**config.mk**
```make
export PLATFORM = sky130hd
export DESIGN_NAME = machine_trap_entry_unit
export DESIGN_NICKNAME = d
export VERILOG_FILES = /design/src/sv/mte_pkg.sv /design/src/sv/machine_trap_entry_unit.sv /design/src/sv/mte_trap_dec.sv
export VERILOG_INCLUDE_DIRS = /design/src /design/src/sv
export SDC_FILE = /design/constraint.sdc
export NUM_CORES = 1
export LEC_CHECK = 0
export BUFFER_PORTS_ARGS = -buffer_cell sky130_fd_sc_hd__buf_2
export CAP_MARGIN = 20
export CORE_UTILIZATION = 49
export CTS_BUF_LIST = sky130_fd_sc_hd__clkbuf_8
export CTS_CLUSTER_DIAMETER = 30
export DETAILED_ROUTE_END_ITERATION = 10
export PLACE_DENSITY = 0.76
export SETUP_SLACK_MARGIN = 0.02
export SKIP_CTS_REPAIR_TIMING = 1
export SLEW_MARGIN = 20
export SYNTH_ARGS = -nofsm -noshare
export SYNTH_HDL_FRONTEND = slang
export SYNTH_SLANG_ARGS = --single-unit
```
**constraint.sdc**
```tcl
create_clock -name clk_i -period 4.8 [get_ports clk_i]
set_input_delay 0.96 -clock clk_i [delete_from_list [all_inputs] [get_ports clk_i]]
set_output_delay 0.96 -clock clk_i [all_outputs]
set_load 0.03 [all_outputs]
```
**src/sv/machine_trap_entry_unit_assert.svh**
```systemverilog
// Assertion macros for the trap entry unit.
`ifndef MACHINE_TRAP_ENTRY_UNIT_ASSERT_SVH
`define MACHINE_TRAP_ENTRY_UNIT_ASSERT_SVH

`ifndef SYNTHESIS
// Checked at every rising clock edge, skipped while reset is asserted.
`define MTE_ASSERT(name, clk, rst_n, prop) \
  name: assert property (@(posedge clk) disable iff (!rst_n) (prop)) \
    else $error("mte assertion failed");
// Checked at every rising clock edge, reset included.
`define MTE_ASSERT_ALWAYS(name, clk, prop) \
  name: assert property (@(posedge clk) (prop)) \
    else $error("mte assertion failed");
`else
`define MTE_ASSERT(name, clk, rst_n, prop)
`define MTE_ASSERT_ALWAYS(name, clk, prop)
`endif

`endif

```
**src/sv/mte_pkg.sv**
```systemverilog
package mte_pkg;

  localparam int unsigned CauseW = 14;
  localparam int unsigned CauseIdxW = 4;
  localparam int unsigned XLen = 32;
  localparam int unsigned CsrAddrW = 12;
  localparam int unsigned CodeW = 5;
  localparam int unsigned ModeW = 2;

  // Flag positions in cause_flags
  localparam logic [CauseIdxW-1:0] FlagBusErr        = 4'd0;
  localparam logic [CauseIdxW-1:0] FlagEcallBadMode  = 4'd1;
  localparam logic [CauseIdxW-1:0] FlagMret          = 4'd2;
  localparam logic [CauseIdxW-1:0] FlagStoreFault    = 4'd3;
  localparam logic [CauseIdxW-1:0] FlagLoadFault     = 4'd4;
  localparam logic [CauseIdxW-1:0] FlagStoreMisalign = 4'd5;
  localparam logic [CauseIdxW-1:0] FlagLoadMisalign  = 4'd6;
  localparam logic [CauseIdxW-1:0] FlagEcallM        = 4'd7;
  localparam logic [CauseIdxW-1:0] FlagEcallS        = 4'd8;
  localparam logic [CauseIdxW-1:0] FlagEcallU        = 4'd9;
  localparam logic [CauseIdxW-1:0] FlagBreak         = 4'd10;
  localparam logic [CauseIdxW-1:0] FlagFetchMisalign = 4'd11;
  localparam logic [CauseIdxW-1:0] FlagIllegal       = 4'd12;
  localparam logic [CauseIdxW-1:0] FlagFetchFault    = 4'd13;

  // Privilege modes
  localparam logic [ModeW-1:0] ModeUser    = 2'd0;
  localparam logic [ModeW-1:0] ModeMachine = 2'd3;

  // mcause codes
  localparam logic [CodeW-1:0] CodeFetchMisalign = 5'd0;
  localparam logic [CodeW-1:0] CodeFetchFault    = 5'd1;
  localparam logic [CodeW-1:0] CodeIllegal       = 5'd2;
  localparam logic [CodeW-1:0] CodeBreakpoint    = 5'd3;
  localparam logic [CodeW-1:0] CodeLoadMisalign  = 5'd4;
  localparam logic [CodeW-1:0] CodeLoadFault     = 5'd5;
  localparam logic [CodeW-1:0] CodeStoreMisalign = 5'd6;
  localparam logic [CodeW-1:0] CodeStoreFault    = 5'd7;
  localparam logic [CodeW-1:0] CodeEcallU        = 5'd8;
  localparam logic [CodeW-1:0] CodeEcallS        = 5'd9;
  localparam logic [CodeW-1:0] CodeEcallM        = 5'd11;
  localparam logic [CodeW-1:0] CodeEcallBadMode  = 5'd24;

  // mstatus fields touched on trap entry and return
  localparam int unsigned StSaveBit  = 31;
  localparam int unsigned StPrevHi   = 12;
  localparam int unsigned StPrevLo   = 11;
  localparam int unsigned StPrevIeBit = 7;
  localparam int unsigned StIeBit    = 3;

  typedef enum logic [1:0] {
    TV_ZERO,
    TV_EXEC,
    TV_PC,
    TV_BRANCH
  } tval_sel_e;

  typedef struct packed {
    logic [CodeW-1:0] code;
    tval_sel_e        tval_sel;
    logic             save;
  } trap_entry_t;

  typedef enum logic [2:0] {
    ACT_QUIET,   // no exception anywhere: pass CSR write on
    ACT_TRAP,    // take a trap
    ACT_MRET,    // return from machine mode
    ACT_NOFLAG,  // exception but no flag: clear mret only
    ACT_HOLD     // sibling stage wins: hold everything
  } action_e;

  typedef struct packed {
    action_e          action;
    logic             stage_exc;
    logic             any_exc;
    logic [XLen-1:0]  status;
    logic [CodeW-1:0] cause;
    logic [XLen-1:0]  tval;
  } dec_t;

  function automatic trap_entry_t trap_entry(input logic [CauseIdxW-1:0] idx);
    trap_entry_t e;
    e = '{code: CodeFetchMisalign, tval_sel: TV_ZERO, save: 1'b0};
    unique case (idx)
      FlagBusErr:        e = '{code: CodeLoadFault,     tval_sel: TV_EXEC,   save: 1'b0};
      FlagEcallBadMode:  e = '{code: CodeEcallBadMode,  tval_sel: TV_ZERO,   save: 1'b0};
      FlagStoreFault:    e = '{code: CodeStoreFault,    tval_sel: TV_EXEC,   save: 1'b0};
      FlagLoadFault:     e = '{code: CodeLoadFault,     tval_sel: TV_EXEC,   save: 1'b0};
      FlagStoreMisalign: e = '{code: CodeStoreMisalign, tval_sel: TV_EXEC,   save: 1'b0};
      FlagLoadMisalign:  e = '{code: CodeLoadMisalign,  tval_sel: TV_EXEC,   save: 1'b0};
      FlagEcallM:        e = '{code: CodeEcallM,        tval_sel: TV_ZERO,   save: 1'b1};
      FlagEcallS:        e = '{code: CodeEcallS,        tval_sel: TV_ZERO,   save: 1'b1};
      FlagEcallU:        e = '{code: CodeEcallU,        tval_sel: TV_ZERO,   save: 1'b1};
      FlagBreak:         e = '{code: CodeBreakpoint,    tval_sel: TV_PC,     save: 1'b1};
      FlagFetchMisalign: e = '{code: CodeFetchMisalign, tval_sel: TV_BRANCH, save: 1'b0};
      FlagIllegal:       e = '{code: CodeIllegal,       tval_sel: TV_ZERO,   save: 1'b0};
      FlagFetchFault:    e = '{code: CodeFetchFault,    tval_sel: TV_ZERO,   save: 1'b0};
      default:           e = '{code: CodeFetchMisalign, tval_sel: TV_ZERO,   save: 1'b0};
    endcase
    return e;
  endfunction

  function automatic logic [XLen-1:0] build_status(input logic [XLen-1:0]  st,
                                                   input logic             save,
                                                   input logic [ModeW-1:0] prior,
                                                   input logic             ie);
    logic [XLen-1:0] r;
    r = st;
    r[StSaveBit] = save;
    r[StPrevHi:StPrevLo] = prior;
    r[StPrevIeBit] = st[StIeBit];
    r[StIeBit] = ie;
    return r;
  endfunction

endpackage

```
**src/sv/machine_trap_entry_unit.sv**
```systemverilog
// Channel | Direction | Handshake                  | Payload
// in      | request   | in_valid_i / in_stall_o    | cause_flags_i .. csr_target_i
// out     | result    | out_valid_o / out_stall_i  | any_exception_o .. privilege_mode_o
//
// Throughput: one request per cycle unless the output stalls. Two registers:
// input, then result; the trap decision sits between the two registers.
// Reset (rst_ni low, async): no request held, mode = machine, all held trap
// and CSR outputs zero.
// A stall on the output stops the result register; the input register keeps
// taking a request as long as the one it holds can move on in the same cycle.
`include "machine_trap_entry_unit_assert.svh"

module machine_trap_entry_unit (
  input  logic                         clk_i,
  input  logic                         rst_ni,
  // request channel
  input  logic                         in_valid_i,
  output logic                         in_stall_o,
  input  logic [mte_pkg::CauseW-1:0]   cause_flags_i,
  input  logic                         exception_in_i,
  input  logic                         sibling_exception_i,
  input  logic                         this_stage_priority_i,
  input  logic [mte_pkg::XLen-1:0]     status_now_i,
  input  logic [mte_pkg::XLen-1:0]     instr_pc_i,
  input  logic [mte_pkg::XLen-1:0]     exec_result_i,
  input  logic [mte_pkg::XLen-1:0]     branch_target_i,
  input  logic [mte_pkg::XLen-1:0]     saved_epc_i,
  input  logic                         csr_write_request_i,
  input  logic [mte_pkg::CsrAddrW-1:0] csr_target_i,
  // result channel
  output logic                         out_valid_o,
  input  logic                         out_stall_i,
  output logic                         any_exception_o,
  output logic                         stage_exception_o,
  output logic                         csr_write_valid_o,
  output logic [mte_pkg::CsrAddrW-1:0] csr_write_addr_o,
  output logic [mte_pkg::XLen-1:0]     csr_write_value_o,
  output logic [mte_pkg::XLen-1:0]     status_next_o,
  output logic [mte_pkg::XLen-1:0]     epc_next_o,
  output logic [mte_pkg::CodeW-1:0]    cause_code_o,
  output logic [mte_pkg::XLen-1:0]     trap_value_o,
  output logic [mte_pkg::XLen-1:0]     return_target_o,
  output logic                         mret_taken_o,
  output logic [mte_pkg::ModeW-1:0]    privilege_mode_o
);

  // ---------------------------------------------------------------------------
  // Input register
  // ---------------------------------------------------------------------------
  logic                         in_valid_q, in_valid_d;
  logic [mte_pkg::CauseW-1:0]   flags_q;
  logic                         exc_in_q;
  logic                         sib_q;
  logic                         prio_q;
  logic [mte_pkg::XLen-1:0]     status_q;
  logic [mte_pkg::XLen-1:0]     pc_q;
  logic [mte_pkg::XLen-1:0]     res_q;
  logic [mte_pkg::XLen-1:0]     btgt_q;
  logic [mte_pkg::XLen-1:0]     epc_in_q;
  logic                         csr_req_q;
  logic [mte_pkg::CsrAddrW-1:0] csr_adr_q;

  logic out_valid_q, out_valid_d;
  logic advance;   // request in the input register may move to the result side
  logic fire;      // it does move this cycle
  logic load_in;

  assign advance    = !out_valid_q || !out_stall_i;
  assign fire       = in_valid_q && advance;
  assign in_stall_o = in_valid_q && !advance;
  assign load_in    = in_valid_i && !in_stall_o;

  assign in_valid_d  = load_in || (in_valid_q && !advance);
  assign out_valid_d = fire || (out_valid_q && out_stall_i);

  always_ff @(posedge clk_i or negedge rst_ni) begin
    if (!rst_ni) begin
      in_valid_q  <= 1'b0;
      out_valid_q <= 1'b0;
    end else begin
      in_valid_q  <= in_valid_d;
      out_valid_q <= out_valid_d;
    end
  end

  always_ff @(posedge clk_i) begin
    if (load_in) begin
      flags_q   <= cause_flags_i;
      exc_in_q  <= exception_in_i;
      sib_q     <= sibling_exception_i;
      prio_q    <= this_stage_priority_i;
      status_q  <= status_now_i;
      pc_q      <= instr_pc_i;
      res_q     <= exec_result_i;
      btgt_q    <= branch_target_i;
      epc_in_q  <= saved_epc_i;
      csr_req_q <= csr_write_request_i;
      csr_adr_q <= csr_target_i;
    end
  end

  // ---------------------------------------------------------------------------
  // Trap decision
  // ---------------------------------------------------------------------------
  // Result registers double as the architectural hold state: an output that a
  // request does not write keeps its last value. They only change on fire,
  // which happens only when the previous result has gone or is going.
  logic [mte_pkg::ModeW-1:0]    mode_q, mode_d;
  logic                         any_exc_q, any_exc_d;
  logic                         stage_exc_q, stage_exc_d;
  logic                         csr_valid_q, csr_valid_d;
  logic [mte_pkg::CsrAddrW-1:0] csr_addr_q, csr_addr_d;
  logic [mte_pkg::XLen-1:0]     csr_value_q, csr_value_d;
  logic [mte_pkg::XLen-1:0]     st_next_q, st_next_d;
  logic [mte_pkg::XLen-1:0]     epc_q, epc_d;
  logic [mte_pkg::CodeW-1:0]    cause_q, cause_d;
  logic [mte_pkg::XLen-1:0]     tval_q, tval_d;
  logic [mte_pkg::XLen-1:0]     ret_q, ret_d;
  logic                         mret_q, mret_d;

  mte_pkg::dec_t dec;

  mte_trap_dec u_dec (
    .cause_flags_i         (flags_q),
    .exception_in_i        (exc_in_q),
    .sibling_exception_i   (sib_q),
    .this_stage_priority_i (prio_q),
    .status_now_i          (status_q),
    .instr_pc_i            (pc_q),
    .exec_result_i         (res_q),
    .branch_target_i       (btgt_q),
    .mode_i                (mode_q),
    .dec_o                 (dec)
  );

  always_comb begin
    mode_d      = mode_q;
    any_exc_d   = dec.any_exc;
    stage_exc_d = dec.stage_exc;
    csr_valid_d = csr_valid_q;
    csr_addr_d  = csr_addr_q;
    csr_value_d = csr_value_q;
    st_next_d   = st_next_q;
    epc_d       = epc_q;
    cause_d     = cause_q;
    tval_d      = tval_q;
    ret_d       = ret_q;
    mret_d      = mret_q;

    unique case (dec.action)
      mte_pkg::ACT_QUIET: begin
        // CSR write goes through; zeros when none is requested
        csr_valid_d = csr_req_q;
        csr_addr_d  = csr_req_q ? csr_adr_q : '0;
        csr_value_d = csr_req_q ? res_q : '0;
        mret_d      = 1'b0;
      end
      mte_pkg::ACT_TRAP: begin
        st_next_d = dec.status;
        epc_d     = pc_q;
        cause_d   = dec.cause;
        tval_d    = dec.tval;
        mode_d    = mte_pkg::ModeMachine;
        mret_d    = 1'b0;
      end
      mte_pkg::ACT_MRET: begin
        // cause holds; enable set, drop to user mode
        st_next_d = dec.status;
        epc_d     = pc_q;
        tval_d    = dec.tval;
        ret_d     = epc_in_q;
        mode_d    = mte_pkg::ModeUser;
        mret_d    = 1'b1;
      end
      mte_pkg::ACT_NOFLAG: begin
        mret_d = 1'b0;
      end
      mte_pkg::ACT_HOLD: begin
        // sibling stage owns the trap: nothing written here
      end
      default: begin
      end
    endcase
  end

  always_ff @(posedge clk_i or negedge rst_ni) begin
    if (!rst_ni) begin
      mode_q      <= mte_pkg::ModeMachine;
      any_exc_q   <= 1'b0;
      stage_exc_q <= 1'b0;
      csr_valid_q <= 1'b0;
      csr_addr_q  <= '0;
      csr_value_q <= '0;
      st_next_q   <= '0;
      epc_q       <= '0;
      cause_q     <= '0;
      tval_q      <= '0;
      ret_q       <= '0;
      mret_q      <= 1'b0;
    end else if (fire) begin
      mode_q      <= mode_d;
      any_exc_q   <= any_exc_d;
      stage_exc_q <= stage_exc_d;
      csr_valid_q <= csr_valid_d;
      csr_addr_q  <= csr_addr_d;
      csr_value_q <= csr_value_d;
      st_next_q   <= st_next_d;
      epc_q       <= epc_d;
      cause_q     <= cause_d;
      tval_q      <= tval_d;
      ret_q       <= ret_d;
      mret_q      <= mret_d;
    end
  end

  // ---------------------------------------------------------------------------
  // Outputs
  // ---------------------------------------------------------------------------
  assign out_valid_o       = out_valid_q;
  assign any_exception_o   = any_exc_q;
  assign stage_exception_o = stage_exc_q;
  assign csr_write_valid_o = csr_valid_q;
  assign csr_write_addr_o  = csr_addr_q;
  assign csr_write_value_o = csr_value_q;
  assign status_next_o     = st_next_q;
  assign epc_next_o        = epc_q;
  assign cause_code_o      = cause_q;
  assign trap_value_o      = tval_q;
  assign return_target_o   = ret_q;
  assign mret_taken_o      = mret_q;
  assign privilege_mode_o  = mode_q;

  // ---------------------------------------------------------------------------
  // Assertions
  // ---------------------------------------------------------------------------
  // A pending MRET result always goes with user mode.
  `MTE_ASSERT(a_mret_user_mode, clk_i, rst_ni, !mret_q || (mode_q == mte_pkg::ModeUser))
  // Only user (00) and machine (11) modes are ever produced: both bits agree.
  `MTE_ASSERT(a_mode_legal, clk_i, rst_ni, mode_q[1] == mode_q[0])
  // A CSR bundle without a write is all zeros.
  `MTE_ASSERT(a_csr_zero, clk_i, rst_ni, csr_valid_q || (!(|csr_addr_q) && !(|csr_value_q)))
  // Input side only stalls with the result side full and blocked.
  `MTE_ASSERT(a_stall_cause, clk_i, rst_ni, in_stall_o |-> (out_valid_q && out_stall_i))

endmodule

```
**src/sv/mte_trap_dec.sv**
```systemverilog
// Decides what one retiring instruction does and builds the trap values.
module mte_trap_dec (
  input  logic [mte_pkg::CauseW-1:0] cause_flags_i,
  input  logic                       exception_in_i,
  input  logic                       sibling_exception_i,
  input  logic                       this_stage_priority_i,
  input  logic [mte_pkg::XLen-1:0]   status_now_i,
  input  logic [mte_pkg::XLen-1:0]   instr_pc_i,
  input  logic [mte_pkg::XLen-1:0]   exec_result_i,
  input  logic [mte_pkg::XLen-1:0]   branch_target_i,
  input  logic [mte_pkg::ModeW-1:0]  mode_i,
  output mte_pkg::dec_t              dec_o
);

  logic                          stage_exc;
  logic                          hit;
  logic [mte_pkg::CauseIdxW-1:0] idx;
  mte_pkg::trap_entry_t          entry;

  assign stage_exc = exception_in_i | cause_flags_i[mte_pkg::FlagBusErr];

  // lowest set flag wins
  always_comb begin
    hit = 1'b0;
    idx = '0;
    for (int i = mte_pkg::CauseW - 1; i >= 0; i--) begin
      if (cause_flags_i[i]) begin
        hit = 1'b1;
        idx = mte_pkg::CauseIdxW'(i);
      end
    end
  end

  assign entry = mte_pkg::trap_entry(idx);

  always_comb begin
    dec_o.stage_exc = stage_exc;
    dec_o.any_exc   = stage_exc | sibling_exception_i;
    dec_o.cause     = entry.code;

    priority if (!stage_exc && !sibling_exception_i) begin
      dec_o.action = mte_pkg::ACT_QUIET;
    end else if (stage_exc && (!sibling_exception_i || this_stage_priority_i)) begin
      if (!hit) begin
        dec_o.action = mte_pkg::ACT_NOFLAG;
      end else if (idx == mte_pkg::FlagMret) begin
        dec_o.action = mte_pkg::ACT_MRET;
      end else begin
        dec_o.action = mte_pkg::ACT_TRAP;
      end
    end else begin
      dec_o.action = mte_pkg::ACT_HOLD;
    end

    if (dec_o.action == mte_pkg::ACT_MRET) begin
      dec_o.status = mte_pkg::build_status(status_now_i, 1'b0, mode_i, 1'b1);
      dec_o.tval   = '0;
    end else begin
      dec_o.status = mte_pkg::build_status(status_now_i, entry.save, mode_i, 1'b0);
      unique case (entry.tval_sel)
        mte_pkg::TV_EXEC:   dec_o.tval = exec_result_i;
        mte_pkg::TV_PC:     dec_o.tval = instr_pc_i;
        mte_pkg::TV_BRANCH: dec_o.tval = branch_target_i;
        default:            dec_o.tval = '0;
      endcase
    end
  end

endmodule

```
==> out/results.tsv <==
metric	value	unit
outcome	finished, final reports clean	
clock_sinks	369	
setup_slack	1.21	ns
cts_buffers	82	
synth_adder_area_share	0.458	%
synth_edf_count	186	
multi_input_area	3220	µm²
final_area	17700	µm²
synth_nets	1056	
finalHoldViolations	0	
synth-xor-area-share	0	%
final_common_cell	buf_2	
worst_slew_pin_slew	1.01	ns
dp_slack	1.26	ns
p_int	6640	µW
switching_share	31.2	%
synthTopCellsByArea	edfxtp_1, dfrtp_1, mux2_2	
seq_power_share	42.3	%
synth.distinct_cells	46	
synth_top_family_by_area	multiplexers	
ir_drop	378	µV
finalMaxSlewViolations	0	
leakagePower	0.00783	µW
portBuffers	374	
die_h	169	µm
wl_per_cell	18.9	µm
synth-async-reset-ratio	49.6	%
finalSetupTns	0	ns
path_clk_slew	0.06	ns
rsz0062_at_grt	no	
hpwl	21.2	mm
crit_required	5.23	ns
synth_largest_area_cell	edfxtp_1	
pwr-share-clk	37.8	%
synth_cells	857	
slew_headroom	32.8	%
layout_common_cells	buf_2, edfxtp_1, dfrtp_1, nand2_1, clkbuf_8	
drive_gt1_share	47.6	%
seq_area	10200	µm²
h-tree-depth	3	
max_freq	279	MHz
wirelength	32.8	mm
drtAntennaViolNets	0	
drtIter0Drc	545	
startpoint_type	flop	
synth_mux_area_share	10.4	%
crit_type	reg -> reg	
grt_max_degree	114	
root_buffer	clkbuf_8	
synthSimpleGateAreaFrac	6.03	%
start_util	50.3	%
synth-seq-area-share	74.4	%
ys.warnings.count	0	
skew	0.0390	ns
clk-insertion-delay-late	0.58	ns
synth_area_per_cell	15.9	µm²
mappedNetlistArea	13700	µm²
fin_hold_ws	0.440	ns
synth_compound_area_share	6.38	%
grt_pass1_vias	9225	
grt_first_pass_wirelength	50.1	mm
placed_cell_area	15900	µm²
viasPerCell	5.05	
antenna_found_initial	10	
gp_congestion	0.790	
core_area	27200	µm²
cp_max_fo	49	
vias	8744	
p_sw	3010	µW
rows	60	
layout_min_cycle_time	3.59	ns
cp.arrival	4.01	ns
firstDrtPassIters	5	
p_comb_share	20.0	%
die_area	28600	µm²
globalRoute.totalOverflow	0	
max_cap_violations	0	
die_w	169	µm
drc	0	
clockBufferDepth	3	
ios	379	
utilization	65.2	%
n_fill_cell	2028	
synthFlopType	edfxtp_1	
setup_violations	0	
yosys_register_bits	369	
hp-class	reg -> reg	
grt_use_total	23.0	%
p_per_area	544	nW/µm²
synth_top_area_share	40.9	%
endpoint_kind	flop	
nets	1480	
finalCritPeriodShare	74.7	%
cts_tree	built	
syn_to_final_growth	29.7	%
[cell families after synthesis]
family                   Yosys count
adder cells (fa/ha/maj)            5
AND/OR/NAND/NOR                  190
buffers and inverters             55
multiplexers                     130
flip-flops                       369
AO/OA/AOI/OAI                    108
[sequential cells by signal, indices dropped and copies added, names as in the netlist, 31 cells and up]
register	count
btgt_q	32
csr_write_value_o	32
epc_in_q	32
epc_next_o	32
pc_q	32
res_q	32
return_target_o	32
trap_value_o	32
status_next_o	31
[worst max-delay path, stage by stage, from the launching register on]
cell and delay (ns):
edfxtp_1 0.48, o31ai_1 0.65, or2_2 0.27, inv_1 0.08, ha_1 0.29, nand2_1 0.19
a31o_4 0.67, buf_4 0.39, mux2_1 0.37
[path summary, 6_finish.rpt]
kind | end | cells after the start | startpoint | slack (ns)
max | status_next_o[28] | 8 | flags_q[3] | 1.21
min | status_next_o[22] | 1 | status_q[22] | 0.44
max reg2reg | status_next_o[28] | 8 | flags_q[3] | 1.21
min reg2reg | status_next_o[22] | 1 | status_q[22] | 0.44
max in group asynchronous | csr_write_addr_o[2] | 2 | rst_ni | 3.19
min in group asynchronous | return_target_o[3] | 1 | rst_ni | 0.49
[area by class of cell]
| class | count | area share, % |
|---|---|---|
| Multi-Input combinational cell | 433 | 18.2 |
| Inverter | 8 | 0.170 |
| Sequential cell | 369 | 57.4 |
| Tap cell | 372 | 2.63 |
| Timing Repair Buffer | 387 | 11.4 |
| Antenna cell | 8 | 0.113 |
| Clock buffer | 90 | 6.99 |
| Clock inverter | 64 | 3.12 |
[metal layers]
layer	share of wire, %	track usage (%)	vias up
li1	-	-	4023
met1	39	27.6	4284
met5	0.085	0	-
met2	50	38.3	357
met3	7.7	7.11	76
met4	2.7	10.6	4
[per-stage QoR]
step	std cells	total power, µW
2_1_floorplan	857	5370
3_3_place_gp	1569	6000
3_5_place_dp	1569	6060
4_1_cts	1723	9730
5_1_grt	1730	10000
6_report	1731	9640
[synthesized netlist by cell type, types with 2 or more instances]
cell      number
a211oi_1       2
a21oi_1        5
a31oi_1        4
buf_2         12
buf_4          9
buf_6          8
clkbuf_1      18
dfrtp_1      182
edfxtp_1     186
ha_1           5
inv_1          8
mux2_1        16
mux2_2        81
mux2i_1       33
nand2_1      122
nand3_1       36
nor2_1        16
nor2b_1        2
nor4_1         4
o211ai_1       2
o211ai_2      30
o21ai_0       45
o22ai_1        2
o31a_1         4
o31ai_1        3
or4_4          2
[power groups by stage]
stage	logic, µW	registers [µW]	clock network, µW
after floorplan	498	4870	0
after global placement	1900	4100	0
after detailed placement	1940	4120	0
after CTS	1940	4080	3710
after global routing	2040	4130	3880
final	1920	4080	3640
No activity file was read; power rests on OpenSTA's default activity.
